## config.mk

```make
export PLATFORM = sky130hd
export DESIGN_NAME = tlsf_ctrl
export DESIGN_NICKNAME = d
export VERILOG_FILES = /design/src/tlsf_pkg.sv /design/src/tlsf_ctrl.sv
export SDC_FILE = /design/constraint.sdc
export NUM_CORES = 1
export LEC_CHECK = 0
export BUFFER_PORTS_ARGS = -buffer_cell sky130_fd_sc_hd__buf_4
export CAP_MARGIN = 20
export CORE_MARGIN = 2
export CORE_UTILIZATION = 45
export DETAILED_ROUTE_END_ITERATION = 8
export HOLD_SLACK_MARGIN = 0.02
export PLACE_DENSITY_LB_ADDON = 0.12
export SLEW_MARGIN = 20
export SYNTH_ARGS = -nofsm -noshare
export SYNTH_HDL_FRONTEND = slang
export SYNTH_SLANG_ARGS = --single-unit
```

## constraint.sdc

```tcl
create_clock -name clk -period 1.95 [get_ports clk]
set_clock_uncertainty 0.15 [all_clocks]
set_input_delay 0.0975 -clock clk [delete_from_list [all_inputs] [get_ports clk]]
set_output_delay 0.0975 -clock clk [all_outputs]
set_load 0.05 [all_outputs]
```

## src/tlsf_pkg.sv

```systemverilog
package tlsf_pkg;

    // Index geometry.
    localparam int FIRST_LEVELS = 24;
    localparam int SL_BITS      = 4;
    localparam int BLOCK_COUNT  = 256;
    localparam int SL_COUNT     = 1 << SL_BITS;
    localparam int BIN_COUNT    = FIRST_LEVELS * SL_COUNT;

    // Field widths of the request and result channels.
    localparam int REQ_W    = 2;
    localparam int SIZE_W   = 24;
    localparam int HANDLE_W = 8;

    // Derived widths.
    localparam int BLK_W    = $clog2(BLOCK_COUNT);
    localparam int FL_W     = $clog2(FIRST_LEVELS);
    localparam int FL_LIMIT = (SIZE_W > FIRST_LEVELS) ? SIZE_W : FIRST_LEVELS;
    localparam int FLX_W    = $clog2(FL_LIMIT + 1);
    localparam int FLS_W    = FL_W + 1;
    localparam int BIN_W    = FL_W + SL_BITS;

    // Request codes.
    localparam logic [REQ_W-1:0] REQ_INSERT = 2'd0;
    localparam logic [REQ_W-1:0] REQ_FIND   = 2'd1;
    localparam logic [REQ_W-1:0] REQ_REMOVE = 2'd2;

    // Result status codes.
    localparam logic ST_OK   = 1'b0;
    localparam logic ST_MISS = 1'b1;

    typedef struct packed {
        logic             valid;
        logic [BLK_W-1:0] handle;
    } link_t;

    typedef enum logic [2:0] {
        WR_NONE,
        WR_INS_A,
        WR_INS_B,
        WR_REM_A,
        WR_REM_B,
        WR_POP_A,
        WR_POP_B
    } wr_op_t;

    typedef enum logic [1:0] {
        RES_NONE,
        RES_DONE,
        RES_MISS,
        RES_TAKE
    } res_kind_t;

    typedef enum logic [4:0] {
        S_IDLE,
        S_LEVEL,
        S_SLOT,
        S_SEARCH,
        S_PICK,
        S_INS_HEAD,
        S_INS_WR_A,
        S_INS_WR_B,
        S_REM_WR_A,
        S_REM_WR_B,
        S_POP_HEAD,
        S_POP_NEXT,
        S_POP_WR_A,
        S_POP_WR_B,
        S_RES_DONE,
        S_RES_MISS,
        S_RES_TAKE
    } ctrl_state_t;

    typedef struct packed {
        logic      load_req;
        logic      load_level;
        logic      rd_links;
        logic      load_bin;
        logic      load_search;
        logic      load_pick;
        logic      rd_head;
        logic      rd_next;
        wr_op_t    wr_op;
        res_kind_t res_kind;
    } dp_cmd_t;

    typedef struct packed {
        logic [REQ_W-1:0] req_type;
        logic             link_prev_valid;
        logic             fl_miss;
        logic             pick_hit;
        logic             rem_match;
        logic             out_free;
    } dp_stat_t;

    // Index of the highest set bit of a size.
    function automatic logic [FLX_W-1:0] top_bit(input logic [SIZE_W-1:0] v);
        logic [FLX_W-1:0] b;
        b = '0;
        for (int i = 0; i < SIZE_W; i++)
        begin
            if (v[i])
            begin
                b = FLX_W'(i);
            end
        end
        return b;
    endfunction

    // Index of the lowest set bit of a first-level mask.
    function automatic logic [FL_W-1:0] low_bit_fl(input logic [FIRST_LEVELS-1:0] v);
        logic [FL_W-1:0] b;
        b = '0;
        for (int i = FIRST_LEVELS - 1; i >= 0; i--)
        begin
            if (v[i])
            begin
                b = FL_W'(i);
            end
        end
        return b;
    endfunction

    // Index of the lowest set bit of a second-level mask.
    function automatic logic [SL_BITS-1:0] low_bit_sl(input logic [SL_COUNT-1:0] v);
        logic [SL_BITS-1:0] b;
        b = '0;
        for (int i = SL_COUNT - 1; i >= 0; i--)
        begin
            if (v[i])
            begin
                b = SL_BITS'(i);
            end
        end
        return b;
    endfunction

endpackage

```

## src/tlsf_ctrl.sv

```systemverilog
module tlsf_ctrl (
    input  logic               clk,
    input  logic               rst_n,
    input  logic               in_valid,
    output logic               in_stall,
    input  tlsf_pkg::dp_stat_t stat,
    output tlsf_pkg::dp_cmd_t  cmd
);

    tlsf_pkg::ctrl_state_t state_reg;
    tlsf_pkg::ctrl_state_t state_next;

    always_ff @(posedge clk or negedge rst_n)
    begin
        if (!rst_n)
        begin
            state_reg <= tlsf_pkg::S_IDLE;
        end
        else
        begin
            state_reg <= state_next;
        end
    end

    always_comb
    begin
        state_next = state_reg;
        unique case (state_reg)
            tlsf_pkg::S_IDLE:
            begin
                if (in_valid)
                begin
                    state_next = tlsf_pkg::S_LEVEL;
                end
            end
            tlsf_pkg::S_LEVEL:
            begin
                state_next = tlsf_pkg::S_SLOT;
            end
            tlsf_pkg::S_SLOT:
            begin
                priority if (stat.req_type == tlsf_pkg::REQ_INSERT)
                begin
                    state_next = tlsf_pkg::S_INS_HEAD;
                end
                else if (stat.req_type == tlsf_pkg::REQ_FIND)
                begin
                    state_next = tlsf_pkg::S_SEARCH;
                end
                else if (stat.req_type == tlsf_pkg::REQ_REMOVE)
                begin
                    state_next = stat.link_prev_valid ? tlsf_pkg::S_REM_WR_A
                                                      : tlsf_pkg::S_POP_HEAD;
                end
                else
                begin
                    state_next = tlsf_pkg::S_RES_DONE;
                end
            end
            tlsf_pkg::S_SEARCH:
            begin
                state_next = stat.fl_miss ? tlsf_pkg::S_RES_MISS : tlsf_pkg::S_PICK;
            end
            tlsf_pkg::S_PICK:
            begin
                state_next = stat.pick_hit ? tlsf_pkg::S_POP_HEAD : tlsf_pkg::S_RES_MISS;
            end
            tlsf_pkg::S_INS_HEAD:
            begin
                state_next = tlsf_pkg::S_INS_WR_A;
            end
            tlsf_pkg::S_INS_WR_A:
            begin
                state_next = tlsf_pkg::S_INS_WR_B;
            end
            tlsf_pkg::S_INS_WR_B:
            begin
                state_next = tlsf_pkg::S_RES_DONE;
            end
            tlsf_pkg::S_REM_WR_A:
            begin
                state_next = tlsf_pkg::S_REM_WR_B;
            end
            tlsf_pkg::S_REM_WR_B:
            begin
                state_next = tlsf_pkg::S_RES_DONE;
            end
            tlsf_pkg::S_POP_HEAD:
            begin
                state_next = tlsf_pkg::S_POP_NEXT;
            end
            tlsf_pkg::S_POP_NEXT:
            begin
                // A remove whose block is not the head of its bin does nothing.
                if (stat.req_type == tlsf_pkg::REQ_REMOVE && !stat.rem_match)
                begin
                    state_next = tlsf_pkg::S_RES_DONE;
                end
                else
                begin
                    state_next = tlsf_pkg::S_POP_WR_A;
                end
            end
            tlsf_pkg::S_POP_WR_A:
            begin
                state_next = tlsf_pkg::S_POP_WR_B;
            end
            tlsf_pkg::S_POP_WR_B:
            begin
                state_next = (stat.req_type == tlsf_pkg::REQ_FIND) ? tlsf_pkg::S_RES_TAKE
                                                                   : tlsf_pkg::S_RES_DONE;
            end
            tlsf_pkg::S_RES_DONE,
            tlsf_pkg::S_RES_MISS,
            tlsf_pkg::S_RES_TAKE:
            begin
                if (stat.out_free)
                begin
                    state_next = tlsf_pkg::S_IDLE;
                end
            end
            default:
            begin
                state_next = tlsf_pkg::S_IDLE;
            end
        endcase
    end

    always_comb
    begin
        cmd      = '0;
        cmd.wr_op    = tlsf_pkg::WR_NONE;
        cmd.res_kind = tlsf_pkg::RES_NONE;
        in_stall = 1'b1;
        unique case (state_reg)
            tlsf_pkg::S_IDLE:
            begin
                in_stall     = 1'b0;
                cmd.load_req = in_valid;
            end
            tlsf_pkg::S_LEVEL:
            begin
                cmd.load_level = 1'b1;
                cmd.rd_links   = 1'b1;
            end
            tlsf_pkg::S_SLOT:
            begin
                cmd.load_bin = 1'b1;
            end
            tlsf_pkg::S_SEARCH:
            begin
                cmd.load_search = 1'b1;
            end
            tlsf_pkg::S_PICK:
            begin
                cmd.load_pick = 1'b1;
            end
            tlsf_pkg::S_INS_HEAD,
            tlsf_pkg::S_POP_HEAD:
            begin
                cmd.rd_head = 1'b1;
            end
            tlsf_pkg::S_INS_WR_A:
            begin
                cmd.wr_op = tlsf_pkg::WR_INS_A;
            end
            tlsf_pkg::S_INS_WR_B:
            begin
                cmd.wr_op = tlsf_pkg::WR_INS_B;
            end
            tlsf_pkg::S_REM_WR_A:
            begin
                cmd.wr_op = tlsf_pkg::WR_REM_A;
            end
            tlsf_pkg::S_REM_WR_B:
            begin
                cmd.wr_op = tlsf_pkg::WR_REM_B;
            end
            tlsf_pkg::S_POP_NEXT:
            begin
                cmd.rd_next = 1'b1;
            end
            tlsf_pkg::S_POP_WR_A:
            begin
                cmd.wr_op = tlsf_pkg::WR_POP_A;
            end
            tlsf_pkg::S_POP_WR_B:
            begin
                cmd.wr_op = tlsf_pkg::WR_POP_B;
            end
            tlsf_pkg::S_RES_DONE:
            begin
                cmd.res_kind = stat.out_free ? tlsf_pkg::RES_DONE : tlsf_pkg::RES_NONE;
            end
            tlsf_pkg::S_RES_MISS:
            begin
                cmd.res_kind = stat.out_free ? tlsf_pkg::RES_MISS : tlsf_pkg::RES_NONE;
            end
            tlsf_pkg::S_RES_TAKE:
            begin
                cmd.res_kind = stat.out_free ? tlsf_pkg::RES_TAKE : tlsf_pkg::RES_NONE;
            end
            default:
            begin
                in_stall = 1'b1;
            end
        endcase
    end

endmodule

```

* After elaboration in Yosys (flattened, before gate mapping)
Index checks and enable logic that the tools add are counted.
Operators by class: multiply operators 0, div/mod/pow operators 0, order comparisons 0, bitwise operators 0, muxes and demuxes 24, shift operators 0, reductions and logical operators 8, $add $sub $neg 0, equal/unequal tests 20
Operators by type and width (count):
- one-hot mux 5 bit (14 select lines) | 1
- == test 5 x 4 -> 1 bit (second input constant) | 8
- == test 5 x 3 -> 1 bit (second input constant) | 4
- one-hot mux 3 bit (6 select lines) | 1
- 2-to-1 mux 5 bit | 3
- 2-to-1 mux 4 bit | 3
- == test 5 x 2 -> 1 bit (second input constant) | 2
- 2-to-1 mux 2 bit | 5
- 2-to-1 mux 1 bit | 8
- 2-to-1 mux 3 bit | 2
- one-hot mux 2 bit (3 select lines) | 1
- == test 5 x 1 -> 1 bit (second input constant) | 1
- == test 5 bit (second input constant) | 1
- logical NOT 5 bit | 1
- != test 2 bit (second input constant) | 2
- OR reduction 2 bit | 2
- OR reduction 3 bit | 1
- == test 2 x 1 -> 1 bit (second input constant) | 1
- == test 2 bit (second input constant) | 1
- logical NOT 2 bit | 1
- AND reduction 2 bit | 1
- logical AND 1 bit | 1
- logical NOT 1 bit | 1
Storage, ports and cells: bits in registers 5, bits in read-only memories 0, RAM bits 0, logic and storage cells 53, bits in latches 0, memories kept 0, input bits 10

* Logic depth before layout (Yosys ltp)
depth in word-level cells 5, gate-level depth with buffers 6, depth with buffers taken out 6

* Least setup slack after synthesis
OpenSTA, ideal clock, no wires.
path type reg2out, start reg state_reg[4], end out cmd[11] in the netlist's numbering, cell stages (with the launch flop) 7, slack -741 ps, arrival time 2443 ps, data required time 1702 ps, path through dfrtp_1 buf_2 buf_1 nor2_1 nand2_1 nor3_1 buf_4
RTL lines:
- from (decl) | line tlsf_ctrl.sv:10 | tlsf_pkg::ctrl_state_t state_reg;
- from (signal assigned) | line tlsf_ctrl.sv:17 | state_reg <= tlsf_pkg::S_IDLE;
- from (signal assigned) | line tlsf_ctrl.sv:21 | state_reg <= state_next;
- to (decl) | line tlsf_ctrl.sv:7 | output tlsf_pkg::dp_cmd_t cmd

==> results_dict.tcl <==
set metrics [dict create \
    startpoint_type "flop" \
    worst-endpoint-required_ns 1.70 \
    power.sequential.fraction_pct 17.6 \
    start_util_pct 48.2 \
    power_switching_share_pct 56.4 \
    synth-simple-area-share_pct 39.2 \
    core_outline_area_mm2 0.00152 \
    relative_area_change_from_synthesis_to_final_layout_pct 39.9 \
    remaining_drc_errors 0 \
    synth_edf_count 0 \
    cts.root.buffer_cell "clkbuf_4" \
    insertion_delay_ns 0.24 \
    timing.hold.worst.class "input pin to flop" \
    final_antenna_net_count 0 \
    largest_register_ffs 5 \
    synth_ff_type "dfrtp_1" \
    timing.final.crit_period_ns 1.84 \
    globalplace.congestion 0.777 \
    clkTransAtPathRegs_ns 0.05 \
    finish.net_count 145 \
    wl_um 2050 \
    post_synth_fa_ha_maj_area_fraction_pct 5.11 \
    timing_worst_setup_path_type "flop to output port" \
    routedLengthMet1_um 900 \
    worst_setup_end_kind "output port" \
    synth_cell_types 45 \
    crit_fanout 14 \
    grt-ovfl-total 0 \
    antenna_cells 0 \
    clock_power_share_pct 6.9 \
    pin_count 24 \
    synth-async-reset-ratio_pct 100 \
    dpl.hpwl_um 1490 \
    synth_top_area_share_pct 17.0 \
    grt_first_pass_wirelength_um 3290 \
    max_cap_viol_count 0 \
    drive_above_1_share_pct 38.9 \
    io_buffers 23 \
    number_of_antenna_violations_at_the_first_check_in_global_routing 0 \
    grt_pass1_vias 761 \
    synth_fp_nets 114 \
    power_per_cell_area_mw_per_mm2 1750 \
    syn-cell-area_um2 734 \
    vias_per_cell 5.73 \
    totalNegativeSetupSlack_ns 0 \
    synth_xor_area_share_pct 0 \
    maxClockFrequency_ghz 0.544 \
    topRoutingLayerUsed "met4" \
    min_period_over_period_pct 94.3 \
    tritoncts_num_sinks 5 \
    route.detailed.wl_per_inst_um 13.9 \
    netlist_top_cells_count "nor2_1 (15), inv_1 (6), nand2_1 (6)" \
    global_route.usage.total_pct 22.7 \
    cellLeakagePower_uw 0.000485 \
    synth_top_family_by_area "simple AND/OR/NAND/NOR gates" \
    synth-warning-count 0 \
    cell_internal_pwr_uw 782 \
    netSwitchingPower_uw 1010 \
    synth.yosys.seq_area_share_pct 17.0 \
    detailedRoute.firstPassIterationCount 4 \
    grt_setup_unrepaired "no" \
    tritoncts_clock_tree "yes" \
    status "finished clean" \
    met3_length_um 119 \
    ir_drop_mv 0.751 \
    grt_start_max_net_pins 16 \
    synth_compound_gate_area_share_pct 25.4 \
    synthDominantAreaCellType "dfrtp_1" \
    filler_cell_count 141 \
    detailedPlace.worstSlack_ns 0.174 \
    met2WireLength_um 984 \
    report.final.hold_viol_count 0 \
    cts_buffers 3 \
    chipHeight_um 44.4 \
    synthMostInstantiatedCell "nor2_1" \
    pwr-share-comb_pct 75.5 \
    finalMaxSlewViolations 0 \
    dr_total_vias 843 \
    finalWorstSetupSlack_ns 0.112 \
    post_synth_mux_area_share_pct 1.36 \
    fp_rows 14 \
    synthesized_area_divided_by_synthesized_cell_count_um2 7.27 \
    instance_count_of_the_mapped_netlist 101 \
    htree_levels 1 \
    postSynthRegisterBits 5 \
    drtIter0Drc 46 \
    cp.arrival_ns 1.59 \
    synth.top_cells.by_area "dfrtp_1 (17%), nor2_1 (7.7%), ha_1 (5.1%)" \
    die_footprint_mm2 0.00197 \
    clock_tree.buffer_depth 2 \
    worst_slew_margin_rel_pct 81.1 \
    tightest_slew_ns 0.284 \
    die-width_um 44.4 \
    setup-violations-final 0 \
]
-- critical path, stage by stage, from the launching register on --
cell and delay (ns):
dfrtp_2 0.49, or2b_1 0.35, inv_1 0.08, a21oi_1 0.06, nor3_1 0.14, buf_4 0.22
-- power by group through the flow --
stage                     registers (uW)  clock network (uW)  logic, uW
final                                315                 123       1350
after floorplan                      194                   0       1100
after CTS                            313                 126       1290
after global routing                 332                 137       1470
after detailed placement             313                   0       1270
after global placement               312                   0       1260
-- metal layers --
metal | global-route usage, % | vias up
li1 | - | 418
met1 | 29.3 | 379
met2 | 38.5 | 40
met3 | 2.45 | 6
met4 | 9.09 | 0
met5 | 0 | -
-- layout make-up --
type | count | area, um^2 | share of cell area (%)
multi-input cells | 80 | 548 | 53.3
repair buffers | 36 | 280 | 27.3
flip-flops and latches | 5 | 130 | 12.7
clock buffers | 4 | 26.3 | 2.56
inverters | 6 | 22.5 | 2.19
well taps | 16 | 20.0 | 1.95
-- logic make-up after synthesis --
kind of cell	after synthesis
compound gates	25
fa+ha+maj	3
buf+inv	16
flops	5
mux	1
simple gates	51
-- cells in the final DEF (no fill, tap or decap), drive strengths merged, types with 2 or more instances in the layout --
cell type,n
buf,32
nor2,15
nor3,7
inv,6
nand2,6
dfrtp,5
nand2b,4
a21oi,4
dlygate4sd3,4
clkbuf,4
ha,3
nor2b,3
nand3,3
o21ai,3
a31oi,2
or2b,2
nand4,2
a22o,2
a211oi,2
a21o,2
a221oi,2
and3,2
and2,2
-- path summary, 6_finish.rpt --
kind                                          startpoint                        to  slack [ns]  depth (start not counted)
max in group asynchronous                          rst_n  state_reg[1]$_DFFE_PN0P_        1.47                          2
worst min register to register  state_reg[0]$_DFFE_PN0P_  state_reg[0]$_DFFE_PN0P_        0.58                          2
worst max-delay path            state_reg[3]$_DFFE_PN0P_                    cmd[2]        0.11                          5
worst min-delay path                             stat[0]  state_reg[0]$_DFFE_PN0P_        0.04                          4
min in group asynchronous                          rst_n  state_reg[3]$_DFFE_PN0P_        0.05                          2
worst max register to register  state_reg[1]$_DFFE_PN0P_  state_reg[0]$_DFFE_PN0P_        0.24                          6
-- through the flow --
stage	instance area [um^2]	hold slack (ns)	cells	util (%)	total power, uW
6_report	1030	0.0401	147	67.4	1790
5_1_grt	1030	0.0457	147	67.4	1940
4_1_cts	1000	0.0369	145	65.7	1730
3_5_place_dp	931	-0.246	137	61.1	1590
3_3_place_gp	931	-0.249	137	61.1	1580
2_1_floorplan	751	-0.348	101	-	1290
-- timing repair --
item / CTS / global route
resized for setup: 2 / 5
gates cloned: 0 / 0
endpoints found under the hold margin: 7 / 0
setup buffers: 0 / 2
endpoints found under the setup margin: 3 / 10
hold buffers: 4 / 0
Note: power is estimated with default switching activity, not from simulation.
